--- src/design/boxcar_and_ewma_average_macros.svh ---
// Assertion macros shared by the boxcar and EWMA average design.
// Included by files that carry concurrent assertions; no other dependencies.
// Define NO_ASSERTIONS to compile every use to nothing.
`ifndef BOXCAR_AND_EWMA_AVERAGE_MACROS_SVH
`define BOXCAR_AND_EWMA_AVERAGE_MACROS_SVH

`ifndef NO_ASSERTIONS

// Same-cycle implication, quiet while reset is held.
`define BEA_ASSERT_IMP(lbl, clk, rst_n, ante, cons) \
    lbl: assert property (@(posedge clk) disable iff (!rst_n) (ante) |-> (cons)) \
        else $error("bea assertion failed (same cycle)");

// Next-cycle implication, quiet while reset is held.
`define BEA_ASSERT_NXT(lbl, clk, rst_n, ante, cons) \
    lbl: assert property (@(posedge clk) disable iff (!rst_n) (ante) |=> (cons)) \
        else $error("bea assertion failed (next cycle)");

`else

`define BEA_ASSERT_IMP(lbl, clk, rst_n, ante, cons)
`define BEA_ASSERT_NXT(lbl, clk, rst_n, ante, cons)

`endif

`endif

--- src/design/bea_pkg.sv ---
// Package for the boxcar and EWMA average: widths, command type, back-end states.
// No dependencies; imported by every module of the design.
`timescale 1ns / 1ps

package bea_pkg;

    localparam int SAMPLE_W              = 32;
    localparam int FILL_W                = 5;
    localparam int DEFAULT_WINDOW_LENGTH = 16;

    // One accepted sample, already run through the EWMA and tagged by the front.
    typedef struct packed {
        logic signed [SAMPLE_W-1:0] sample;
        logic signed [SAMPLE_W-1:0] ewma;
        logic                       filling;  // window not yet full: mean needs a divide
    } t_cmd;

    typedef enum logic [2:0] {
        S_IDLE,
        S_RD0,
        S_RD1,
        S_RD2,
        S_RD3,
        S_DIV,
        S_DONE
    } t_back_state;

endpackage

--- src/design/bea_front.sv ---
// Front end: accepts samples, updates the EWMA and fill state, tags each transaction.
// Depends on bea_pkg; feeds bea_queue.
`timescale 1ns / 1ps

module bea_front #(
    parameter int WINDOW_LENGTH = bea_pkg::DEFAULT_WINDOW_LENGTH
) (
    input  logic                                 i_clk,
    input  logic                                 i_rst_n,
    input  logic                                 i_in_valid,
    output logic                                 o_in_ready,
    input  logic signed [bea_pkg::SAMPLE_W-1:0]  i_sample,
    input  logic                                 i_queue_full,
    output logic                                 o_push,
    output bea_pkg::t_cmd                        o_cmd
);
    import bea_pkg::*;

    localparam int WIN_SHIFT = $clog2(WINDOW_LENGTH);
    localparam int WIN_LEN   = 2 ** WIN_SHIFT;
    localparam int CNT_W     = WIN_SHIFT + 1;

    localparam logic [SAMPLE_W:0] BIAS = (SAMPLE_W + 1)'(WIN_LEN - 1);

    logic signed [SAMPLE_W-1:0] r_ewma;
    logic        [CNT_W-1:0]    r_count;
    logic        [CNT_W-1:0]    n_count;

    logic signed [SAMPLE_W:0]   grad;
    logic signed [SAMPLE_W:0]   grad_adj;
    logic signed [SAMPLE_W:0]   step;
    logic signed [SAMPLE_W:0]   ewma_sum;
    logic                       accept;

    assign o_in_ready = !i_queue_full;
    assign accept     = i_in_valid && o_in_ready;
    assign o_push     = accept;

    // Divide the gradient by the window length, truncating toward zero.
    always_comb begin
        grad     = {i_sample[SAMPLE_W-1], i_sample} - {r_ewma[SAMPLE_W-1], r_ewma};
        grad_adj = grad[SAMPLE_W] ? grad + $signed(BIAS) : grad;
        step     = grad_adj >>> WIN_SHIFT;
        ewma_sum = {r_ewma[SAMPLE_W-1], r_ewma} + step;
        n_count  = (r_count == CNT_W'(WIN_LEN)) ? r_count : r_count + CNT_W'(1);
    end

    assign o_cmd.sample  = i_sample;
    assign o_cmd.ewma    = ewma_sum[SAMPLE_W-1:0];
    assign o_cmd.filling = (n_count != CNT_W'(WIN_LEN));

    always_ff @(posedge i_clk) begin
        if (!i_rst_n) begin
            r_ewma  <= '0;
            r_count <= '0;
        end else if (accept) begin
            r_ewma  <= ewma_sum[SAMPLE_W-1:0];
            r_count <= n_count;
        end
    end

endmodule

--- src/design/bea_queue.sv ---
// Two-entry command queue between the front end and the back end.
// Depends on bea_pkg for the command type.
`timescale 1ns / 1ps

module bea_queue (
    input  logic          i_clk,
    input  logic          i_rst_n,
    input  logic          i_push,
    input  bea_pkg::t_cmd i_cmd,
    output logic          o_full,
    output logic          o_valid,
    input  logic          i_pop,
    output bea_pkg::t_cmd o_cmd
);
    import bea_pkg::*;

    t_cmd       r_slot [2];
    logic       r_wr_ptr;
    logic       r_rd_ptr;
    logic [1:0] r_fill;

    assign o_full  = (r_fill == 2'd2);
    assign o_valid = (r_fill != 2'd0);
    assign o_cmd   = r_slot[r_rd_ptr];

    always_ff @(posedge i_clk) begin
        if (i_push) begin
            r_slot[r_wr_ptr] <= i_cmd;
        end
    end

    always_ff @(posedge i_clk) begin
        if (!i_rst_n) begin
            r_wr_ptr <= 1'b0;
            r_rd_ptr <= 1'b0;
            r_fill   <= 2'd0;
        end else begin
            if (i_push) begin
                r_wr_ptr <= !r_wr_ptr;
            end
            if (i_pop) begin
                r_rd_ptr <= !r_rd_ptr;
            end
            case ({i_push, i_pop})
                2'b10:   r_fill <= r_fill + 2'd1;
                2'b01:   r_fill <= r_fill - 2'd1;
                default: r_fill <= r_fill;
            endcase
        end
    end

endmodule

--- src/design/bea_div.sv ---
// Iterative signed divider, one quotient bit per cycle, truncating toward zero.
// Depends on bea_pkg; used by bea_back for the mean while the window fills.
`timescale 1ns / 1ps

module bea_div #(
    parameter int WINDOW_LENGTH = bea_pkg::DEFAULT_WINDOW_LENGTH
) (
    input  logic                                                  i_clk,
    input  logic                                                  i_rst_n,
    input  logic                                                  i_start,
    input  logic signed [bea_pkg::SAMPLE_W+$clog2(WINDOW_LENGTH)-1:0] i_dividend,
    input  logic        [$clog2(WINDOW_LENGTH):0]                 i_divisor,
    output logic                                                  o_done,
    output logic signed [bea_pkg::SAMPLE_W-1:0]                   o_quotient
);
    import bea_pkg::*;

    localparam int WIN_SHIFT = $clog2(WINDOW_LENGTH);
    localparam int CNT_W     = WIN_SHIFT + 1;
    localparam int SUM_W     = SAMPLE_W + WIN_SHIFT;
    localparam int STEP_W    = $clog2(SUM_W);

    logic              r_busy;
    logic              r_done;
    logic [STEP_W-1:0] r_step;
    logic [CNT_W-1:0]  r_rem;
    logic [CNT_W-1:0]  r_div;
    logic [SUM_W-1:0]  r_quo;
    logic              r_neg;

    logic [CNT_W:0]    rem_sh;
    logic              fits;
    logic [CNT_W:0]    rem_sub;
    logic [SUM_W-1:0]  quo_signed;

    always_comb begin
        rem_sh     = {r_rem, r_quo[SUM_W-1]};
        fits       = (rem_sh >= {1'b0, r_div});
        rem_sub    = rem_sh - {1'b0, r_div};
        quo_signed = r_neg ? (~r_quo + SUM_W'(1)) : r_quo;
    end

    assign o_done     = r_done;
    assign o_quotient = quo_signed[SAMPLE_W-1:0];

    // Shift the dividend magnitude through r_quo; quotient bits enter at the bottom.
    always_ff @(posedge i_clk) begin
        if (i_start) begin
            r_neg <= i_dividend[SUM_W-1];
            r_quo <= i_dividend[SUM_W-1] ? (~i_dividend + SUM_W'(1)) : i_dividend;
            r_div <= i_divisor;
            r_rem <= '0;
        end else if (r_busy) begin
            r_rem <= fits ? rem_sub[CNT_W-1:0] : rem_sh[CNT_W-1:0];
            r_quo <= {r_quo[SUM_W-2:0], fits};
        end
    end

    always_ff @(posedge i_clk) begin
        if (!i_rst_n) begin
            r_busy <= 1'b0;
            r_done <= 1'b0;
            r_step <= '0;
        end else begin
            r_done <= 1'b0;
            if (i_start) begin
                r_busy <= 1'b1;
                r_step <= '0;
            end else if (r_busy) begin
                r_step <= r_step + STEP_W'(1);
                if (r_step == STEP_W'(SUM_W - 1)) begin
                    r_busy <= 1'b0;
                    r_done <= 1'b1;
                end
            end
        end
    end

endmodule

--- src/design/bea_back.sv ---
// Back end: sample ring, running sum, mean selection and the result register.
// Depends on bea_pkg, bea_div and the assertion macros.
`timescale 1ns / 1ps
`include "boxcar_and_ewma_average_macros.svh"

module bea_back #(
    parameter int WINDOW_LENGTH = bea_pkg::DEFAULT_WINDOW_LENGTH
) (
    input  logic                                 i_clk,
    input  logic                                 i_rst_n,
    input  logic                                 i_cmd_valid,
    output logic                                 o_cmd_pop,
    input  bea_pkg::t_cmd                        i_cmd,
    output logic                                 o_out_valid,
    input  logic                                 i_out_ready,
    output logic signed [bea_pkg::SAMPLE_W-1:0]  o_window_mean,
    output logic signed [bea_pkg::SAMPLE_W-1:0]  o_exp_average,
    output logic signed [bea_pkg::SAMPLE_W-1:0]  o_oldest_sample,
    output logic signed [bea_pkg::SAMPLE_W-1:0]  o_middle_sample,
    output logic        [bea_pkg::FILL_W-1:0]    o_fill_count
);
    import bea_pkg::*;

    localparam int WIN_SHIFT = $clog2(WINDOW_LENGTH);
    localparam int WIN_LEN   = 2 ** WIN_SHIFT;
    localparam int POS_W     = WIN_SHIFT;
    localparam int CNT_W     = WIN_SHIFT + 1;
    localparam int SUM_W     = SAMPLE_W + WIN_SHIFT;

    localparam logic [POS_W-1:0] HALF = POS_W'(WIN_LEN / 2);
    localparam logic [CNT_W-1:0] FULL = CNT_W'(WIN_LEN);

    t_back_state              r_state;
    t_back_state              n_state;
    t_cmd                     r_cmd;
    logic [POS_W-1:0]         r_pos;
    logic [CNT_W-1:0]         r_count;
    logic signed [SUM_W-1:0]  r_sum;
    logic [SAMPLE_W-1:0]      r_old;
    logic [SAMPLE_W-1:0]      r_oldest;
    logic [SAMPLE_W-1:0]      r_mid;
    logic [SAMPLE_W-1:0]      r_mean;

    logic [SAMPLE_W-1:0]      r_ring [WIN_LEN];
    logic [SAMPLE_W-1:0]      r_rd_data;
    logic [POS_W-1:0]         rd_addr;
    logic                     wr_en;

    logic                     r_out_valid;
    logic [SAMPLE_W-1:0]      r_out_mean;
    logic [SAMPLE_W-1:0]      r_out_ewma;
    logic [SAMPLE_W-1:0]      r_out_oldest;
    logic [SAMPLE_W-1:0]      r_out_mid;
    logic [FILL_W-1:0]        r_out_fill;

    logic                     pop;
    logic                     load;
    logic                     div_start;
    logic                     div_done;
    logic [SAMPLE_W-1:0]      div_quo;

    logic [CNT_W-1:0]         n_count;
    logic                     full_now;
    logic                     full_next;
    logic [POS_W-1:0]         mid_idx;
    logic                     mid_written;
    logic signed [SUM_W-1:0]  old_ext;
    logic signed [SUM_W-1:0]  new_ext;
    logic signed [SUM_W-1:0]  sum_shr;
    logic [CNT_W+FILL_W-1:0]  count_ext;

    always_comb begin
        full_now    = (r_count == FULL);
        n_count     = full_now ? r_count : r_count + CNT_W'(1);
        full_next   = (n_count == FULL);
        mid_idx     = r_pos + HALF;
        mid_written = full_now || ({1'b0, mid_idx} < r_count);
        old_ext     = {{WIN_SHIFT{r_old[SAMPLE_W-1]}}, r_old};
        new_ext     = {{WIN_SHIFT{r_cmd.sample[SAMPLE_W-1]}}, r_cmd.sample};
        sum_shr     = r_sum >>> WIN_SHIFT;
        count_ext   = {{FILL_W{1'b0}}, r_count};
    end

    // Sequencer: one read port on the ring, so the three reads are issued in turn in S_RD0, S_RD1 and S_RD2.
    always_comb begin
        n_state   = r_state;
        pop       = 1'b0;
        load      = 1'b0;
        div_start = 1'b0;
        wr_en     = 1'b0;
        rd_addr   = r_pos;
        unique case (r_state)
            S_IDLE: begin
                if (i_cmd_valid) begin
                    pop     = 1'b1;
                    n_state = S_RD0;
                end
            end
            S_RD0: begin
                rd_addr = r_pos;
                n_state = S_RD1;
            end
            S_RD1: begin
                rd_addr = r_pos + POS_W'(1);
                wr_en   = 1'b1;
                n_state = S_RD2;
            end
            S_RD2: begin
                rd_addr = r_pos + POS_W'(1) + HALF;
                n_state = S_RD3;
            end
            S_RD3: begin
                if (r_cmd.filling) begin
                    div_start = 1'b1;
                    n_state   = S_DIV;
                end else begin
                    n_state = S_DONE;
                end
            end
            S_DIV: begin
                if (div_done) begin
                    n_state = S_DONE;
                end
            end
            S_DONE: begin
                if (!r_out_valid || i_out_ready) begin
                    load    = 1'b1;
                    n_state = S_IDLE;
                end
            end
            default: n_state = S_IDLE;
        endcase
    end

    assign o_cmd_pop = pop;

    always_ff @(posedge i_clk) begin
        if (!i_rst_n) begin
            r_state <= S_IDLE;
        end else begin
            r_state <= n_state;
        end
    end

    // Ring memory: one write port, one registered read port.
    always_ff @(posedge i_clk) begin
        if (wr_en) begin
            r_ring[r_pos] <= r_cmd.sample;
        end
        r_rd_data <= r_ring[rd_addr];
    end

    // Ring entries are written in order from zero, so the fill count tells
    // which ones hold data; unwritten entries read as zero.
    always_ff @(posedge i_clk) begin
        if (pop) begin
            r_cmd <= i_cmd;
        end
        if (r_state == S_RD1) begin
            r_old <= full_now ? r_rd_data : '0;
        end
        if (r_state == S_RD2) begin
            r_oldest <= full_next ? r_rd_data : '0;
        end
        if (r_state == S_RD3) begin
            r_mid <= mid_written ? r_rd_data : '0;
            if (!r_cmd.filling) begin
                r_mean <= sum_shr[SAMPLE_W-1:0];
            end
        end
        if (r_state == S_DIV && div_done) begin
            r_mean <= div_quo;
        end
    end

    always_ff @(posedge i_clk) begin
        if (!i_rst_n) begin
            r_pos   <= '0;
            r_count <= '0;
            r_sum   <= '0;
        end else if (r_state == S_RD2) begin
            r_pos   <= r_pos + POS_W'(1);
            r_count <= n_count;
            r_sum   <= r_sum - old_ext + new_ext;
        end
    end

    bea_div #(
        .WINDOW_LENGTH (WINDOW_LENGTH)
    ) u_div (
        .i_clk      (i_clk),
        .i_rst_n    (i_rst_n),
        .i_start    (div_start),
        .i_dividend (r_sum),
        .i_divisor  (r_count),
        .o_done     (div_done),
        .o_quotient (div_quo)
    );

    // Result register: holds a finished transaction while the next one is worked on.
    always_ff @(posedge i_clk) begin
        if (load) begin
            r_out_mean   <= r_mean;
            r_out_ewma   <= r_cmd.ewma;
            r_out_oldest <= r_oldest;
            r_out_mid    <= r_mid;
            r_out_fill   <= count_ext[FILL_W-1:0];
        end
    end

    always_ff @(posedge i_clk) begin
        if (!i_rst_n) begin
            r_out_valid <= 1'b0;
        end else if (load) begin
            r_out_valid <= 1'b1;
        end else if (i_out_ready) begin
            r_out_valid <= 1'b0;
        end
    end

    assign o_out_valid     = r_out_valid;
    assign o_window_mean   = r_out_mean;
    assign o_exp_average   = r_out_ewma;
    assign o_oldest_sample = r_out_oldest;
    assign o_middle_sample = r_out_mid;
    assign o_fill_count    = r_out_fill;

    `BEA_ASSERT_IMP(a_count_bound, i_clk, i_rst_n, 1'b1, r_count <= FULL)
    `BEA_ASSERT_IMP(a_front_back_agree, i_clk, i_rst_n, r_state == S_RD3, r_cmd.filling == (r_count != FULL))
    `BEA_ASSERT_IMP(a_div_done_in_div, i_clk, i_rst_n, div_done, r_state == S_DIV)
    `BEA_ASSERT_NXT(a_div_exits_to_done, i_clk, i_rst_n, r_state == S_DIV, r_state == S_DIV || r_state == S_DONE)

endmodule

--- src/design/boxcar_and_ewma_average.sv ---
// Top level of the boxcar and EWMA average: front end, command queue, back end.
// Depends on bea_pkg, bea_front, bea_queue, bea_back (which holds bea_div).
`timescale 1ns / 1ps

//  channel | valid      | ready       | payload
//  --------+------------+-------------+--------------------------------------------
//  input   | i_in_valid | o_in_ready  | i_sample
//  output  | o_out_valid| i_out_ready | o_window_mean, o_exp_average,
//          |            |             | o_oldest_sample, o_middle_sample, o_fill_count
//
//  Steps: once the window is full a transaction passes through the back end as
//  pop, three reads on the single ring read port, shift, result load. While the
//  window fills, the mean comes from the bit-serial divider over the SUM_W =
//  32 + log2(window) bits of the sum instead of the shift.
//  Reset: synchronous, active low; ring contents need no clearing, the fill count
//  marks which entries hold samples. No clearing pass runs after reset.
//  Stalls: the front end keeps taking samples into a two-entry queue, until it is full,
//  while the back end works and while a finished result waits in the output register.
module boxcar_and_ewma_average #(
    parameter int WINDOW_LENGTH = bea_pkg::DEFAULT_WINDOW_LENGTH
) (
    input  logic                                 i_clk,
    input  logic                                 i_rst_n,
    input  logic                                 i_in_valid,
    output logic                                 o_in_ready,
    input  logic signed [bea_pkg::SAMPLE_W-1:0]  i_sample,
    output logic                                 o_out_valid,
    input  logic                                 i_out_ready,
    output logic signed [bea_pkg::SAMPLE_W-1:0]  o_window_mean,
    output logic signed [bea_pkg::SAMPLE_W-1:0]  o_exp_average,
    output logic signed [bea_pkg::SAMPLE_W-1:0]  o_oldest_sample,
    output logic signed [bea_pkg::SAMPLE_W-1:0]  o_middle_sample,
    output logic        [bea_pkg::FILL_W-1:0]    o_fill_count
);
    import bea_pkg::*;

    // Front to queue
    logic push;
    t_cmd push_cmd;
    logic queue_full;

    // Queue to back
    logic queue_valid;
    logic queue_pop;
    t_cmd head_cmd;

    // Advance the EWMA and classify each sample as it arrives.
    bea_front #(
        .WINDOW_LENGTH (WINDOW_LENGTH)
    ) u_front (
        .i_clk        (i_clk),
        .i_rst_n      (i_rst_n),
        .i_in_valid   (i_in_valid),
        .o_in_ready   (o_in_ready),
        .i_sample     (i_sample),
        .i_queue_full (queue_full),
        .o_push       (push),
        .o_cmd        (push_cmd)
    );

    // Hold tagged transactions so either side can stall on its own.
    bea_queue u_queue (
        .i_clk   (i_clk),
        .i_rst_n (i_rst_n),
        .i_push  (push),
        .i_cmd   (push_cmd),
        .o_full  (queue_full),
        .o_valid (queue_valid),
        .i_pop   (queue_pop),
        .o_cmd   (head_cmd)
    );

    // Update the ring and sum, pick shift or divide for the mean, drive results.
    bea_back #(
        .WINDOW_LENGTH (WINDOW_LENGTH)
    ) u_back (
        .i_clk           (i_clk),
        .i_rst_n         (i_rst_n),
        .i_cmd_valid     (queue_valid),
        .o_cmd_pop       (queue_pop),
        .i_cmd           (head_cmd),
        .o_out_valid     (o_out_valid),
        .i_out_ready     (i_out_ready),
        .o_window_mean   (o_window_mean),
        .o_exp_average   (o_exp_average),
        .o_oldest_sample (o_oldest_sample),
        .o_middle_sample (o_middle_sample),
        .o_fill_count    (o_fill_count)
    );

endmodule

--- config.mk ---
export PLATFORM = sky130hd
export DESIGN_NAME = boxcar_and_ewma_average
export DESIGN_NICKNAME = d
export VERILOG_FILES = /design/src/design/bea_pkg.sv /design/src/design/bea_front.sv /design/src/design/bea_queue.sv /design/src/design/bea_div.sv /design/src/design/bea_back.sv /design/src/design/boxcar_and_ewma_average.sv
export VERILOG_INCLUDE_DIRS = /design/src /design/src/design
export SDC_FILE = /design/constraint.sdc
export NUM_CORES = 2
export LEC_CHECK = 0
export BUFFER_PORTS_ARGS = -buffer_cell sky130_fd_sc_hd__buf_4
export CAP_MARGIN = 15
export CORE_MARGIN = 2
export CORE_UTILIZATION = 44
export CTS_CLUSTER_DIAMETER = 80
export DETAILED_ROUTE_END_ITERATION = 16
export PLACE_DENSITY = 0.71
export SKIP_CTS_REPAIR_TIMING = 1
export SYNTH_ARGS = -nofsm -noshare
export SYNTH_HDL_FRONTEND = slang
export SYNTH_HIERARCHICAL = 1
export SYNTH_SLANG_ARGS = --single-unit
export TNS_END_PERCENT = 30
--- constraint.sdc ---
create_clock -name i_clk -period 29.2 [get_ports i_clk]
set_input_delay 0 -clock i_clk [delete_from_list [all_inputs] [get_ports i_clk]]
set_output_delay 0 -clock i_clk [all_outputs]
set_load 0.02 [all_outputs]
=== Word-level counts from Yosys, hierarchy flattened ===
Memory sizes are Yosys's and may differ from the RTL's. A register that Yosys moved wholly into a read port is not among the register bits.
Cells that the tools add are included.

* Bitwise logic cells: 4
* Mux-type cells: 35
* Reductions and logical operators: 18
* Equality and inequality tests: 18
* Add/sub/neg operators: 16
* Magnitude comparators: 2

{| class="wikitable"
|+ Operators by type and width
! operator !! count
|-
| 32-bit two-way mux || 4
|-
| 36-bit two-way mux || 3
|-
| 36-bit by 2-bit adder with 36-bit output, second input constant || 1
|-
| 36-bit by 32-bit adder with 36-bit output || 1
|-
| 36-bit inverter || 1
|-
| 36-bit by 32-bit subtractor with 36-bit output || 1
|-
| 33-bit by 5-bit adder with 33-bit output, second input constant || 1
|-
| 33-bit two-way mux || 1
|-
| 32-bit by 32-bit subtractor with 33-bit output || 1
|-
| 32-bit by 1-bit adder with 32-bit output, second input constant || 1
|-
| 32-bit by 29-bit adder with 32-bit output || 1
|-
| 32-bit inverter || 1
|-
| 3-bit case mux with 7 select lines || 1
|-
| 1-bit two-way mux || 17
|-
| 5-bit == test, second input constant || 3
|-
| 5-bit two-way mux || 3
|-
| 5-bit by 1-bit adder with 5-bit output, second input constant || 2
|-
| 2-bit nonzero test || 5
|-
| 3-bit == test, second input constant || 3
|-
| 3-bit two-way mux || 3
|-
| 4-bit adder, second input constant || 2
|-
| 4-bit case mux with 2 select lines || 1
|-
| 6-bit by 1-bit adder with 6-bit output, second input constant || 1
|-
| 3-bit by 2-bit == test with 1-bit output, second input constant || 2
|-
| 24 further kinds || 33
|}

* Memories: 2
* Logic and storage cells: 121
* Memory bits (writable): 642
* Flip-flop bits (word level): 406
* Input bits: 36
* Output and inout port bits: 135

{| class="wikitable"
|+ Memories
! memory !! words !! bits a word !! read ports !! clocked after Yosys merged registers in !! wr ports !! RTL line !! text
|-
| u_back.r_ring || 16 || 32 || 1 || 1 || 1 || bea_back.sv:44 || <nowiki>logic [SAMPLE_W-1:0] r_ring [WIN_LEN];</nowiki>
|-
| u_queue.r_slot || 2 || 65 || 1 || 1 || 1 || bea_queue.sv:17 || <nowiki>t_cmd r_slot [2];</nowiki>
|}

=== Longest topological paths before layout ===
* Depth in word-level cells: 5
* Depth in mapped cells: 26
* Gate-level depth less buffers: 26

=== By module ===
Netlist, hierarchy kept.

{| class="wikitable"
|+ By module, submodules not included
! module !! seq. area each (µm²) !! area each (µm²) !! times used !! cells each
|-
| bea_back || 26785.7 || 36038.3 || 1 || 1948
|-
| bea_front || 740.7 || 6067.1 || 1 || 843
|-
| bea_queue || 4003.8 || 4902.2 || 1 || 224
|-
| bea_div || 1521.5 || 3905.0 || 1 || 418
|}

=== Worst setup path after synthesis ===
Ideal clock, no wire load.

* Kind: reg-to-reg
* Start point: reg u_back.r_state[2]
* End point: reg u_queue.r_fill[1]
* Stages on the path, launching flop included: 6
* Setup time: 0.070 ns
* Arrival time: 9.135 ns
* Path slack: 19.995 ns
* Period minus slack after synthesis: 9.205 ns
* Required time: 29.130 ns
* Path buffers: 1
* Cell sequence: dfxtp_1 > clkbuf_1 > nor4b_1 > ha_1 > or3_1 > a21boi_1

* Longest elaborated chain between the ends: 4
* Elaborated cells on any way between the ends: 6
* Classes of those cells: 2 x eq/ne; 2 x mux; 2 x reduce/logical

{| class="wikitable"
|+ Ends and longest elaborated chain
! element !! RTL line !! text
|-
| start, declared || bea_back.sv:33 || <nowiki>t_back_state r_state;</nowiki>
|-
| start signal, assigned || bea_back.sv:141 || <nowiki>r_state <= n_state;</nowiki>
|-
| 3-bit zero test (*) || bea_back.sv:92 || <nowiki>unique case (r_state)</nowiki>
|-
| 1-bit two-way mux (*) || bea_back.sv:92 ||
|-
| net queue_pop || boxcar_and_ewma_average.sv:44 || <nowiki>logic queue_pop;</nowiki>
|-
| 2-bit by 1-bit == test with 1-bit output / 2-bit == test (equally long branches) || bea_queue.sv:44 || <nowiki>case ({i_push, i_pop})</nowiki>
|-
| 2-bit case mux with 2 select lines / 2-bit nonzero test (equally long branches) || - ||
|-
| end signal, assigned || bea_queue.sv:45 || <nowiki>2'b10: r_fill <= r_fill + 2'd1;</nowiki>
|-
| end signal, assigned || bea_queue.sv:46 || <nowiki>2'b01: r_fill <= r_fill - 2'd1;</nowiki>
|-
| end signal, assigned || bea_queue.sv:47 || <nowiki>default: r_fill <= r_fill;</nowiki>
|-
| end, declared || bea_queue.sv:20 || <nowiki>logic [1:0] r_fill;</nowiki>
|}

The timed path passes the listed nets; every way through them passes the cells marked *.
A chain may end at the register's enable or synchronous reset.

==> out/results.tsv <==
stage	metric	value	unit
finish	share of layout cells above drive strength 1	20.2	%
worst_setup_path	Top Family by Delay on Critical Path	compound AO/OA/AOI/OAI gates	
power_and_ir_drop	Gate power share	29.8	%
worst_setup_path	worst setup path category	reg -> reg	
global_route	vias in the first global route	28800	
place	HPWL reported at the end of detailed placement	73200	microns
sta	setup repair after global routing missed its margin	no	
sta	remaining max-slew budget at the tightest pin	31.9	%
sta	number of slew-limit violations in the final report	0	
logic_synthesis	Post-synth EDFFs	1010	
route	Iter 0 DRT Violations	2796	
power_and_ir_drop	Lkg Pwr	20.5	nW
finish	Area growth syn-to-layout	14.3	%
floorplanning	placeable core area	0.115	sq mm
finish	Fill cells	9460	
power_and_ir_drop	part of the power in registers	42.6	%
clocking	maximum clock insertion buffer count	3	
floorplanning	initial standard-cell utilization of the core	44.5	%
global_route	Overall Global Routing Usage	19.7	%
place	number of buffer cells added on primary ports	170	
clocking	clock sink total	1146	
route	Vias per Instance	5.55	
global_route	pin count of the biggest net entering global routing	129	
global_route	Remaining Overflow, GRT	0	
logic_synthesis	average size of a mapped cell	14.8	sq um
min_path	start point of the worst min-delay path	i_sample[8]	
worst_setup_path	worst r2r src	u_front/r_ewma[0]$_SDFFE_PN0P_	
worst_setup_path	CP required	29.66	ns
worst_setup_path	slowest cell on the critical path	sky130_fd_sc_hd__a311oi_1	
sta	maximum clock rate	143	MHz
clocking	number of CTS-inserted buffers	117	
route	number of nets with antenna violations after routing	0	
global_route	Most Used Layer, Global Route	met2	
power_and_ir_drop	Net Sw Power	1.84	mW
floorplanning	number of top-level pins	171	
route	Post-Route WL	117000	microns
worst_setup_path	total number of cells along the worst setup path	25	
sta	Period Utilization, post-route	24.0	%
power_and_ir_drop	Cell Pwr Density	95.7	mW/mm^2
floorplanning	width of the die	344	microns
worst_setup_path	count of buffering cells on the critical path with inverters included	0	
finish	number of nets in the final layout	3831	
worst_setup_path	FF-to-FF path depth	25	
sta	Final min period	7.01	ns
route	total vias in the final route	29200	
route	router iterations before antenna repair	8	
logic_synthesis	Synth warnings	6	
global_route	met3 global-route usage	4.15	%
min_path	number of cells traversed by the worst hold path	2	
sta	Final setup violation count	0	
power_and_ir_drop	clock share of power	27.5	%
worst_setup_path	Crit. End Element	flop	
floorplanning	full die area	0.118	sq mm
floorplanning	Die Height	344	microns
sta	Total Neg Setup Slack	0	ns
logic_synthesis	cell area after synthesis	0.0509	sq mm
sta	clock skew after layout	0.0779	ns
clocking	number of H-tree levels	3	
place	Placed Cells	4995	
power_and_ir_drop	overall power of the completed layout	5.57	mW
power_and_ir_drop	design internal power	3.73	mW
logic_synthesis	count of mapped cells out of synthesis	3433	
route	detail-routed net length per standard cell	22.2	microns
sta	actual slew at the worst max-slew pin	1.02	ns
place	RePlAce Congestion	0.897	
worst_setup_path	CP Launch Point	u_front/r_ewma[0]$_SDFFE_PN0P_	
global_route	first-pass GRT wire length	176000	microns
global_route	GR Util met1	25.1	%
clocking	clk root buf	sky130_fd_sc_hd__clkbuf_16	
global_route	met2 track demand over resource in global routing	33.9	%
clocking	later-pin clock latency in the skew report	0.74	ns
worst_setup_path	biggest fanout along the worst timing path	8	
power_and_ir_drop	largest vdd supply drop	0.0000707	V
place	Placement Setup Slack	22.23	ns
status	run status	completed	
clocking	TritonCTS clock tree	yes	
min_path	classification of the worst-slack hold path	in -> reg	
logic_synthesis	Net Count, Synth	3627	
finish	Layout Cells excl Fill	5254	
worst_setup_path	biggest cell delay along the critical path	0.66	ns
global_route	number of antenna violations at the first check in global routing	6	
route	DRC violation count after routing	0	
worst_setup_path	worst path arrival time	7.47	ns
logic_synthesis	total of flip-flops plus latches after synthesis	1146	
sta	final worst setup slack	22.19	ns
logic_synthesis	sequential fraction of the synthesis area	64.9	%
logic_synthesis	primary flip-flop cell chosen by synthesis mapping	sky130_fd_sc_hd__edfxtp_1	
logic_synthesis	ys async rst share	0	%
worst_setup_path	kind of start point of the critical path	flop	
floorplanning	site row count	124	
clocking	clock edge transition at the registers on the reported setup and hold paths	0.06	ns
power_and_ir_drop	Switching Fraction	33.1	%
flow_run	number of max-cap violations	0	
sta	count of final hold-check violations	0	
logic_synthesis	count of different cell masters after synthesis	101	
[kinds of logic (layout without fill, tap and decap cells)]
logic type	Yosys count	in the layout	synth area share (%)
adders and majority gates	158	158	4.44
other	0	1	0
DFF	1146	1146	64.9
muxes	277	277	9.63
AOI/OAI and AO/OA	526	526	6.96
xor gates and xnor gates	173	173	2.98
buffers and inverters	387	695	3.31
and+or+nand+nor	766	766	7.76
[cells in the mapped netlist (all sizes together), types with 14 or more instances]
cell type,instances,area [sq um]
a211oi,18,135
a21boi,36,270
a21o,42,315
a21oi,162,818
a31oi,18,128
and2,83,519
buf,67,433
clkbuf,96,412
dfxtp,136,2720
edfxtp,1010,30300
fa,38,761
ha,120,1500
inv,223,837
mux2,104,1170
mux4,160,3600
nand2,215,810
nand2b,18,113
nand3,60,300
nand4,25,163
nor2,156,593
nor2b,47,294
nor3,41,210
nor4,17,165
o21a,21,165
o21ai,92,460
o21bai,14,105
o31ai,27,230
o41ai,22,208
or3,28,176
xnor2,100,876
xor2,73,639
[through the flow]
stage | area (sq um) | utilization [%] | hold slack [ns]
2_1_floorplan | 50900 | - | 0.118
3_3_place_gp | 53800 | 47.0 | 0.198
3_5_place_dp | 53800 | 47.0 | 0.201
4_1_cts | 57800 | 50.5 | -0.564
5_1_grt | 58200 | 50.8 | 0.0390
6_report | 58200 | 50.8 | 0.0678
[sequential cells by signal, summed over array words and instances (netlist names), 33 cells and up, named ones only]
register            cells
u_queue/r_slot        130
u_back/u_div/r_quo     36
u_back/r_ring         512
u_back/r_sum           36
u_back/r_cmd           33
[placed cells by master (no fill, tap or decap), types with 18 or more instances in the layout]
cell,netlist,routed
sky130_fd_sc_hd__clkbuf_16,0,117
sky130_fd_sc_hd__nor3_1,40,35
sky130_fd_sc_hd__edfxtp_1,1010,1010
sky130_fd_sc_hd__fa_1,38,38
sky130_fd_sc_hd__nand2_1,214,213
sky130_fd_sc_hd__and2_1,83,82
sky130_fd_sc_hd__nand2b_1,18,18
sky130_fd_sc_hd__dfxtp_1,136,135
sky130_fd_sc_hd__o31ai_1,25,25
sky130_fd_sc_hd__xnor2_1,100,98
sky130_fd_sc_hd__dlygate4sd3_1,0,35
sky130_fd_sc_hd__o21a_1,20,20
sky130_fd_sc_hd__o41ai_1,20,20
sky130_fd_sc_hd__nor2b_1,47,47
sky130_fd_sc_hd__xor2_1,73,72
sky130_fd_sc_hd__a21o_1,42,42
sky130_fd_sc_hd__nand3_1,60,60
sky130_fd_sc_hd__mux2_2,104,104
sky130_fd_sc_hd__a21boi_0,34,34
sky130_fd_sc_hd__mux4_2,160,160
sky130_fd_sc_hd__a21oi_1,160,159
sky130_fd_sc_hd__clkbuf_1,90,21
sky130_fd_sc_hd__ha_1,120,120
sky130_fd_sc_hd__or3_1,27,27
sky130_fd_sc_hd__inv_1,222,221
sky130_fd_sc_hd__nand4_1,24,24
sky130_fd_sc_hd__o21ai_0,82,81
sky130_fd_sc_hd__nor2_1,155,139
sky130_fd_sc_hd__clkinv_2,0,31
sky130_fd_sc_hd__buf_4,41,211
[power groups by stage]
stage | combinational, mW | sequential (mW) | clock (mW)
2_1_floorplan | 1.28 | 2.29 | 0
3_3_place_gp | 1.62 | 2.39 | 0
3_5_place_dp | 1.64 | 2.41 | 0
4_1_cts | 1.66 | 2.38 | 1.56
5_1_grt | 1.84 | 2.40 | 1.63
6_report | 1.66 | 2.37 | 1.53
[layer usage]
metal | wire length, microns | vias to the layer above
met5 | 39 | -
li1 | - | 13300
met1 | 47400 | 14700
met4 | 3010 | 6
met3 | 7500 | 206
met2 | 58900 | 961
[final cells by class]
cell class	count	area, sq um	share of cell area (%)
Antenna cell	1	2.50	0.00430
Clock buffer	153	3210	5.52
Clock inverter	70	823	1.41
Inverter	224	841	1.44
Multi-Input combinational cell	1900	16400	28.2
Sequential cell	1146	33100	56.8
Tap cell	1512	1890	3.25
Timing Repair Buffer	248	1970	3.39
[path summary, 6_finish.rpt]
check	end	slack (ns)
max	u_queue/r_slot[0][32]$_DFFE_PP_	22.19
min reg2reg	u_back/o_exp_average[1]$_DFFE_PP_	0.42
min	u_queue/r_slot[0][41]$_DFFE_PP_	0.07
max reg2reg	u_queue/r_slot[0][32]$_DFFE_PP_	22.19
No activity file was read; power rests on OpenSTA's default activity.
